File: src/rtl/dlr_pkg.sv
// ----------------------------------------------------------------------------
// dlr_pkg: shared types and constants of the dense layer unit
// Field widths, item kind codes, sequencer states and the pipeline tag.
// ----------------------------------------------------------------------------
`default_nettype none

package dlr_pkg;

	// default layer shape
	localparam int IN_SIZE_DEF  = 16;
	localparam int OUT_SIZE_DEF = 20;

	// field widths
	localparam int DATA_W   = 16;
	localparam int INDEX_W  = 9;
	localparam int NEURON_W = 5;
	localparam int ACT_W    = 15;
	localparam int FRAC_W   = 8;

	// what an input transaction writes
	typedef enum logic [1:0] {
		KIND_WEIGHT = 2'd0,
		KIND_BIAS   = 2'd1,
		KIND_INPUT  = 2'd2
	} kind_t;

	// sequencer states
	typedef enum logic [1:0] {
		ST_IDLE,
		ST_RUN,
		ST_DRAIN
	} state_t;

	// control tag that travels with each multiply-accumulate
	typedef struct packed {
		logic valid;
		logic first;
		logic last;
	} mac_tag_t;

endpackage

`default_nettype wire

File: src/rtl/dlr_mac.sv
// ----------------------------------------------------------------------------
// dlr_mac: shared multiply-accumulate unit with relu and saturation
// Registers one product per cycle while adv is high and folds it into the
// accumulator; presents the clamped Q7.8 activation once a neuron is done.
// ----------------------------------------------------------------------------
`default_nettype none

module dlr_mac #(
	parameter int IN_SIZE  = dlr_pkg::IN_SIZE_DEF,
	parameter int NEURON_IW = 5
) (
	input  wire logic                              clk,
	input  wire logic                              arst_n,
	input  wire logic                              adv,
	input  dlr_pkg::mac_tag_t                      tag_in,
	input  wire logic signed [dlr_pkg::DATA_W-1:0] x,
	input  wire logic signed [dlr_pkg::DATA_W-1:0] w,
	input  wire logic signed [dlr_pkg::DATA_W-1:0] bias,
	input  wire logic        [NEURON_IW-1:0]       neuron_in,
	output logic                                   done,
	output logic             [NEURON_IW-1:0]       neuron,
	output logic             [dlr_pkg::ACT_W-1:0]  activation
);

	localparam int PROD_W = 2 * dlr_pkg::DATA_W;
	localparam int ACC_W  = PROD_W + 1 + $clog2(IN_SIZE + 1);
	localparam int SAT_LO = dlr_pkg::ACT_W + dlr_pkg::FRAC_W;

	dlr_pkg::mac_tag_t                 tag_s2;
	logic signed [PROD_W-1:0]          prod_s2;
	logic signed [dlr_pkg::DATA_W-1:0] bias_s2;
	logic        [NEURON_IW-1:0]       neuron_s2;
	logic signed [ACC_W-1:0]           acc_q;
	logic                              done_q;
	logic        [NEURON_IW-1:0]       neuron_q;
	logic signed [ACC_W-1:0]           prod_ext;
	logic signed [ACC_W-1:0]           bias_ext;

	// control tags
	always_ff @(posedge clk or negedge arst_n) begin
		if (!arst_n) begin
			tag_s2 <= '0;
			done_q <= 1'b0;
		end else if (adv) begin
			tag_s2 <= tag_in;
			done_q <= tag_s2.valid && tag_s2.last;
		end
	end

	assign prod_ext = ACC_W'(prod_s2);
	assign bias_ext = ACC_W'(bias_s2) <<< dlr_pkg::FRAC_W;

	// product register and accumulator
	always_ff @(posedge clk) begin
		if (adv) begin
			prod_s2   <= x * w;
			bias_s2   <= bias;
			neuron_s2 <= neuron_in;
			if (tag_s2.valid) begin
				if (tag_s2.first) begin
					acc_q <= bias_ext + prod_ext;
				end else begin
					acc_q <= acc_q + prod_ext;
				end
			end
			if (tag_s2.valid && tag_s2.last) begin
				neuron_q <= neuron_s2;
			end
		end
	end

	// relu, shift by the fraction width, saturate
	always_comb begin
		if (acc_q[ACC_W-1]) begin
			activation = '0;
		end else if (|acc_q[ACC_W-2:SAT_LO]) begin
			activation = {dlr_pkg::ACT_W{1'b1}};
		end else begin
			activation = acc_q[SAT_LO-1:dlr_pkg::FRAC_W];
		end
	end

	assign done   = done_q;
	assign neuron = neuron_q;

endmodule

`default_nettype wire

File: config.mk
export PLATFORM = sky130hd
export DESIGN_NAME = dlr_mac
export DESIGN_NICKNAME = d
export VERILOG_FILES = /design/src/rtl/dlr_pkg.sv /design/src/rtl/dlr_mac.sv
export SDC_FILE = /design/constraint.sdc
export NUM_CORES = 1
export LEC_CHECK = 0
export ABC_AREA = 1
export BUFFER_PORTS_ARGS = -buffer_cell sky130_fd_sc_hd__buf_2
export CELL_PAD_IN_SITES_DETAIL_PLACEMENT = 0
export CELL_PAD_IN_SITES_GLOBAL_PLACEMENT = 1
export CORE_AREA = 2 2 200 202
export DETAILED_ROUTE_END_ITERATION = 10
export DIE_AREA = 0 0 202 204
export HOLD_SLACK_MARGIN = 0.08
export PLACE_DENSITY = 0.9
export SYNTH_ARGS = -nofsm -noshare
export SYNTH_HDL_FRONTEND = slang
export SYNTH_SLANG_ARGS = --single-unit
export TNS_END_PERCENT = 10
File: constraint.sdc
create_clock -name clk -period 2.46 [get_ports clk]
set_clock_uncertainty 0.1 [all_clocks]
set_input_delay 0.738 -clock clk [delete_from_list [all_inputs] [get_ports clk]]
set_output_delay 0.738 -clock clk [all_outputs]
set_load 0.02 [all_outputs]
# After elaboration in Yosys (flattened, before gate mapping)

Index checks and enable logic that the tools add are counted.

Add/sub/neg operators: 2
Multiply operators: 1
Divide/modulo/power cells: 0
Order comparisons: 0
Eq/ne operators: 0
Shifts and indexed selects: 0
Multiplexer cells: 3
Bitwise gates (word level): 0
Reductions and logical operators: 4

Operators with widths:

| kind                | count |
|---|---|
| $add A38 B32 Y38    | 1 |
| $mux W38            | 1 |
| $add A24 B32 Y33    | 1 |
| $mul A16 B16 Y32    | 1 |
| $mux W15            | 2 |
| $reduce_or A14 Y1   | 1 |
| $reduce_and A2 Y1   | 2 |
| $logic_and A1 B1 Y1 | 1 |

Bits in registers: 100
Latch bits: 0
Memory bits (writable): 0
Memory bits (read-only): 0
Input port bits: 59
Word-level logic and storage cells: 19
Memories: 0

# Logic depth before layout (Yosys ltp)

Gate-level depths: netlist (run 1).

Depth after elaboration: 3
Depth in mapped cells: 26

# Least setup slack after synthesis (run 1)

No wires, ideal clock.

Path kind: input port to flip-flop
Start: in w[3] in the netlist's numbering
End: reg prod_s2[31] (data pin)
Data arrival time: 5.774 ns
Data required time: 2.107 ns
Setup slack: -3.667 ns
Stages on the path: 22
Path through: clkbuf_1 -> clkbuf_1 -> nand2_1 -> inv_1 -> fa_1 -> fa_1 -> inv_1 -> fa_1 -> fa_1 -> fa_1 -> fa_1 -> inv_1 -> ha_1 -> nand2_1 -> nor2_1 -> nand2_1 -> nor3_1 -> nand2_1 -> nand3_1 -> inv_1 -> nand3_1 -> nand2_1

Cells in the longest elaborated chain, start to end: 1

RTL lines:

| item                 | RTL line      | text |
|---|---|---|
| start, declared      | dlr_mac.sv:17 | `input wire logic signed [dlr_pkg::DATA_W-1:0] w,` |
| $mul A16 B16 Y32     | dlr_mac.sv:56 | `prod_s2 <= x * w;` |
| end signal, assigned | dlr_mac.sv:56 |  |
| end, declared        | dlr_mac.sv:30 | `logic signed [PROD_W-1:0] prod_s2;` |

Every way passes these cells.
A chain may end at the register's enable or synchronous reset.

# Worst setup path in the final report (run 1)

Start: in w[15] in the netlist's numbering
End: reg prod_s2[25] (data pin)

The elaborated chain is that of the path after synthesis.

==> results.md, run 1 <==
- Max transition margin: 64.76%
- Fin crit period: 5.466 ns
- Count of final hold-check violations: 0
- Post-synthesis cell area: 18500 um^2
- Critical path startpoint category: primary input
- Clock slew at the register clock pins of the worst setup and hold paths: 0.08 ns
- Detailed Route WL: roughly 57000 um
- Element type at the critical path end: flip-flop
- Sequential element share of the synthesized area: 16.12%
- CP Max Fanout: 5
- Root Buffer Master: clkbuf_16
- Number of search-and-repair iterations in the first detailed-routing pass: 7
- Final core utilization: 59.91%
- Arrival time of data at the critical path endpoint: 5.49 ns
- I/O Buffers: slightly below 80
- Source-to-sink clock delay at the later pin of the worst-skew pair: roughly 0.38 ns
- Buffer depth of the longest clock path: 2
- Max Clock Freq: between 150 and 200 MHz
- Starting density of the core: around 47%
- Detailed Place HPWL: 47280 um
- Drt initial violations: 1309
- DRC errors left: 0
- Unrepaired setup endpoints after global routing: yes
- Total of flip-flops plus latches after synthesis: 100
- RePlAce Congestion: 0.9721
- Crit Path Class: primary input to flip-flop
- GR Overflow Total: 0
- Number of distinct library cell variants in the gate-level netlist after synthesis: 45
- Floorplan die width: ~200 um
- Count of max-cap constraint violations: 0
- Max-slew violation count: 0
- Layout cell share with drive strength beyond 1: 24.60%
- Number of global-route vias before repair: around 18000
- Gr usage total: 28.21%
- Largest net degree at the start of global routing: 60
- Remaining antenna violation count: 0
- Number of sinks handled by clock tree synthesis: 100
- Detailed-route wire length per cell: 17.13 um
- Clock buffers created by TritonCTS: 9
- Mean cell area of the mapped netlist: between 7 and 8 um^2
- DIE HEIGHT: 204 um
- Outcome: complete, but fails checks
- Core area: 39180 um^2
- Synthesis warning total: 0
- Setup slack after layout: -3.006 ns
- Nets@finish: 3262
- Via density per instance: ~5.1
- Failing checks: setup timing
- Global-route wire length before repair: 90710 um
- Area enclosed by the die boundary: 41210 um^2
- Setup violation total in the final timing report: 48
- Worst min-delay path class: flip-flop to flip-flop
- Post-Synthesis Cells: 2487
- Io pins: 80
- Tcrit/Tclk final: 222.2%
- Worst Max-Slew Pin Slew: 0.5267 ns
- Syn Nets: ~3000
- H-Tree Level Count: 3
- Total number of placement rows: 73
- TritonCTS clock tree: done
- Area growth syn-to-layout: 26.88%
- Initial antenna violation count: 0
- Endpoint required time on the critical path: 2.49 ns
- Via Count: 17010
==> path summary, 6_finish.rpt <==
check	from	end	slack (ns)	cells past startpoint
setup reg to reg	prod_s2[8]$_DFFE_PP_	acc_q[22]$_DFFE_PP_	-0.04	14
min in group asynchronous	arst_n	done$_DFFE_PN0P_	0.60	2
setup / recovery	w[15]	prod_s2[25]$_DFFE_PP_	-3.01	21
hold / removal	neuron_s2[2]$_DFFE_PP_	neuron[2]$_DFFE_PP_	0.34	0
max in group asynchronous	arst_n	tag_s2[0]$_DFFE_PN0P_	1.54	2
hold reg to reg	neuron_s2[2]$_DFFE_PP_	neuron[2]$_DFFE_PP_	0.34	0
==> worst max-delay path, stage by stage <==
cell	delay, ns
buf_6	0.10
inv_6	0.05
buf_12	0.11
buf_12	0.13
nor2_4	0.03
fa_1	0.48
fa_1	0.53
fa_1	0.60
fa_2	0.45
fa_1	0.56
fa_1	0.46
ha_4	0.33
nand2_4	0.06
buf_4	0.14
nor2_2	0.08
inv_2	0.07
nor3_2	0.12
buf_4	0.16
o2111ai_4	0.12
nand4_1	0.10
nand2_1	0.06
==> synthesized netlist by cell type, drive strengths merged <==
master	instances	area share, %
fa	264	29
clkbuf	61	1.2
a21boi	4	0.16
o21bai	11	0.45
and3	1	0.034
xnor2	12	0.57
edfxtp	96	16
o2111ai	1	0.047
buf	7	0.18
nand3	111	3.2
o211ai	5	0.26
nor3	13	0.46
nor2	152	3.3
a21oi	96	2.7
a31oi	2	0.068
clkinv	1	0.020
dfrtp	4	0.54
nand4	36	1.2
mux2	1	0.061
and2	2	0.068
ha	143	9.7
xor2	27	1.3
o21ai	86	2.3
nor3b	2	0.14
nand2	724	15
o21a	1	0.041
o22ai	2	0.068
a21o	7	0.28
nand3b	5	0.20
nor4	3	0.10
inv	597	12
or2	10	0.34
==> timing repair <==
action	4_1_cts	5_1_grt
setup buffers	14	10
hold endpoints to repair	4	0
pin swaps	74	102
gates cloned	0	1
hold buffers	1	0
setup endpoints to repair	63	71
gates resized for setup	229	195
==> flip-flops by register name, indices dropped and copies added (netlist names) <==
name,flops
acc_q,38
bias_s2,16
done,1
neuron,5
neuron_s2,5
prod_s2,32
tag_s2,3
==> stage by stage <==
step,instances,worst slack (ns),setup TNS [ns],hold WS [ns],area [um^2]
floorplan,2487,-3.248,-80.83,0.3003,18740
global placement,3285,-3.757,-92.17,0.3045,21410
detailed placement,3285,-3.789,-93.60,0.3221,21410
CTS,3316,-2.982,-77.96,0.3398,22710
global route,3326,-3.147,-84.48,0.3520,23470
finish,3327,-3.006,-77.18,0.3379,23470
==> metal layers <==
metal,part of all wire [%],global-route usage (%),vias up
met4,2.4,6.723,0
li1,-,-,8166
met1,43,38.92,8178
met3,7.4,4.161,90
met2,47,47.01,578
met5,0,0,-
==> kinds of logic (layout without fill, tap and decap cells) <==
| group | Yosys count | in the layout | share of synthesized area, % |
|---|---|---|---|
| adder cells (fa/ha/maj) | 407 | 407 | 38.24 |
| other | 0 | 1 | 0 |
| XOR/XNOR | 39 | 39 | 1.846 |
| flip-flops | 100 | 100 | 16.12 |
| AND/OR/NAND/NOR | 1059 | 1059 | 23.79 |
| AO/OA/AOI/OAI | 215 | 215 | 6.397 |
| multiplexers | 1 | 1 | 0.06086 |
| buffers and inverters | 666 | 980 | 13.55 |
==> cells in the final DEF (no fill, tap or decap), drive strengths merged, types with 2 or more instances in the layout <==
master	n
xor2	27
a21oi	96
a31oi	2
nor3b	2
nor3	13
ha	143
xnor2	12
nand3	111
o21ai	86
buf	364
nand2	724
o211ai	5
nand3b	5
o22ai	2
nor2	152
clkinv	3
and2	2
nand4	36
edfxtp	96
clkbuf	10
fa	264
o21bai	11
nor4	3
a21boi	4
inv	602
dfrtp	4
or2	10
a21o	7
==> final cells by class <==
cell class	count	area (um^2)
timing repair buffer	366	2948
antenna	1	2.502
multi-input combinational	1721	14340
clock inverter	7	73.82
sequential	100	2983
inverter	598	2250
clock buffer	9	225.2
tap	525	656.9
fill	3488	15710
Power of run 1 is left out: the tool's default activity adds up to more than one toggle a clock period on the data nets, which glitch-free logic cannot reach.
==> run 2: changes to the inputs <==
- ABC_AREA: 1 -> not set
- CORE_AREA: 2 2 200 202 -> 2 2 181 183
- DIE_AREA: 0 0 202 204 -> 0 0 183 185
- PLACE_DENSITY: 0.9 -> 0.91
==> run 2 against run 1 <==
Net effect: the run still ends with setup timing left; routed wire length is 28% lower; flip-flop and latch count stayed put; via count is 23% lower; cell area is 11% lower; count of clock-buffer cells in the layout is 2 higher; synthesized cell count is 33% lower; synthesized area is 13% lower; non-clock buffer count is 72 higher.
==> results.md, run 2 <==
- Outcome: complete, but fails checks
- Failing checks: setup timing
- Detailed-route wire length per cell: between 15 and 20 um
- Layout cell share with drive strength beyond 1: between 20 and 30%
- H-Tree Level Count: 3
- Most repeated library cell on the critical path: fa_1
- Detailed Place HPWL: around 34000 um
- DIE HEIGHT: 185 um
- Number of sinks handled by clock tree synthesis: 100
- Area growth syn-to-layout: 29.81%
- Post-Layout Cell Count: ~2500
- Startpoint of the most critical register-to-register path: prod_s2[8]$_DFFE_PP_
- Total number of placement rows: 66
- Root Buffer Master: clkbuf_16
- Flip-flop count of the largest register after layout: 38
- TritonCTS clock tree: done
- Number of global-route vias before repair: ~14000
- Crit path max-delay cell type: fa_1
- Post-synthesis cell type with the largest combined area: fa_1
- Clock slew at the register clock pins of the worst setup and hold paths: 0.07 ns
- Core area: roughly 32000 um^2
- Unrepaired setup endpoints after global routing: yes
- CP Max Fanout: 6
- Arrival time of data at the critical path endpoint: 6.11 ns
- Total of flip-flops plus latches after synthesis: 100
- Tcrit/Tclk final: 247.7%
- Drt initial violations: 742
- Post-synthesis cell area: 16150 um^2
- Floorplan die width: 183 um
- Syn Nets: 2131
- Count of final hold-check violations: 0
- Via Count: 13080
- Gate family responsible for the most delay along the worst path: adder cells
- Detailed Route WL: 41200 um
- Max Clock Freq: between 150 and 200 MHz
- Clock buffers created by TritonCTS: 9
- Critical path startpoint category: primary input
- RePlAce Congestion: 0.8880
- Synthesis warning total: 0
- Maximum single-stage delay on the critical path: ~0.58 ns
- Global-route wire length before repair: 68220 um
- I/O Buffers: 79
- Largest Register: acc_q
- Crit Path Class: primary input to flip-flop
- Max transition margin: 61.96%
- Dominant cell by count in the synthesized netlist: inv_1
- Startpoint of the most critical setup path: x[13]
- Registers with the most flip-flops: acc_q (38), prod_s2 (32), bias_s2 (16)
- Worst Max-Slew Pin Slew: 0.5562 ns
- Endpoint required time on the critical path: 2.47 ns
- Starting density of the core: between 50% and 60%
- Most common cell after layout, fill and taps aside: buf_4
- Diodes inserted: 0
- Source-to-sink clock delay at the later pin of the worst-skew pair: 0.36 ns
- Gr usage total: between 20% and 30%
- Max-slew violation count: 0
- Nets@finish: 2529
- Top library cells by usage in the layout, fill and taps aside: 334 x buf_4, 273 x inv_1, 246 x fa_1
- Top_reg_cell synth: edfxtp_1
- CP cell instances: buf_6 > buf_6 > and2_4 > fa_1 > fa_1 > fa_2 > fa_1 > fa_1 > fa_1 > ha_4 > buf_4 > buf_4 > nand2_2 > nor3_4 > o41ai_4 > a311oi_2 > o41ai_2 > buf_4 > o2111ai_2 > a21oi_2 > xnor2_1
- Most frequent cells after synthesis: 280 x inv_1, 264 x fa_1, 174 x nand2_1, 143 x ha_1, 124 x and2_1
- Largest net degree at the start of global routing: 62
- Portion of synthesized cell area occupied by the leading cell type: 32.72%
- Storage cell area: 2984 um^2
- Setup violation total in the final timing report: 69
- Number of search-and-repair iterations in the first detailed-routing pass: 5
- Initial antenna violation count: 0
- Area enclosed by the die boundary: approximately 34000 um^2
- Remaining antenna violation count: 0
- Via density per instance: 5.282
- Buffer depth of the longest clock path: 2
- Worst min-delay path class: flip-flop to flip-flop
- Element type at the critical path end: flip-flop
- Fraction of registers with async set/reset: 4.000%
- Setup slack after layout: -3.633 ns
- Worst hold path startpoint: neuron_s2[3]$_DFFE_PP_
- DRC errors left: 0
- Top area cells in the synthesized netlist: fa_1 33%, edfxtp_1 18%, ha_1 11%, inv_1 6.5%, and2_1 4.8%
- Io pins: 80
- Number of distinct library cell variants in the gate-level netlist after synthesis: 58
- Count of max-cap constraint violations: 0
- Post-route setup TNS: -92.43 ns
- Fill cells: 2421
- Count of placed standard cells including taps: 2434
- GR Overflow Total: 0
- Post-Synthesis Cells: between 1500 and 2000
- Mean cell area of the mapped netlist: around 9.7 um^2
- Sequential element share of the synthesized area: a little under a fifth
- Fin crit period: 6.093 ns
- Total area of multi-input combinational cells: ~13000 um^2
- Number of enable flip-flop cells after synthesis: 96
- Worst path buffer plus inverter count: 5
## run 2: path summary, 6_finish.rpt
path                                          to  slack [ns]  cells after the start
setup / recovery           prod_s2[31]$_DFFE_PP_       -3.63                     21
hold / removal               neuron[3]$_DFFE_PP_        0.32                      0
setup reg to reg             acc_q[37]$_DFFE_PP_       -0.66                     13
hold reg to reg              neuron[3]$_DFFE_PP_        0.32                      0
max in group asynchronous  tag_s2[1]$_DFFE_PN0P_        1.52                      2
min in group asynchronous  tag_s2[1]$_DFFE_PN0P_        0.61                      2
## run 2: logic make-up after synthesis
group | share of synthesized area [%]
buffers and inverters | 7.699
multiplexers | 0.7359
AO/OA/AOI/OAI | 11.17
adder cells (fa/ha/maj) | 43.80
XOR/XNOR | 4.663
AND/OR/NAND/NOR | 13.47
flip-flops | 18.47
## run 2: per-stage QoR
stage               cell area, um^2  utilization (%)  hold WS (ns)  setup slack (ns)
CTS                           20540            64.12        0.3230            -3.650
finish                        20970            65.44        0.3207            -3.633
global placement              19560            61.06        0.3022            -4.004
global route                  20970            65.44        0.3306            -3.778
floorplan                     16340                -        0.3003            -3.743
detailed placement            19560            61.06        0.3057            -4.113
## run 2: layer usage
metal  track usage [%]  up-vias  part of all wire, %
met5                 0        -                    0
met4             8.608        0                  2.9
met3             2.182       77                  3.5
met2             45.82      305                   51
met1             31.38     6500                   43
li1                  -     6196                    -
## run 2: final cells by class
| cell class | instances | area share [%] |
|---|---|---|
| multi-input cells | 1234 | 60.64 |
| repair buffers | 438 | 16.30 |
| flip-flops and latches | 100 | 14.23 |
| inverters | 280 | 5.030 |
| well taps | 408 | 2.435 |
| clock buffers | 11 | 1.158 |
| clock inverters | 5 | 0.2089 |
## run 2: repair_timing
action,4_1_cts,5_1_grt
pin swaps,50,53
buffers inserted,19,10
hold buffers,1,0
hold endpoints to repair,4,0
endpoints found under the setup margin,73,73
gates resized for setup,135,95
Power of run 2 is left out for the same reason.
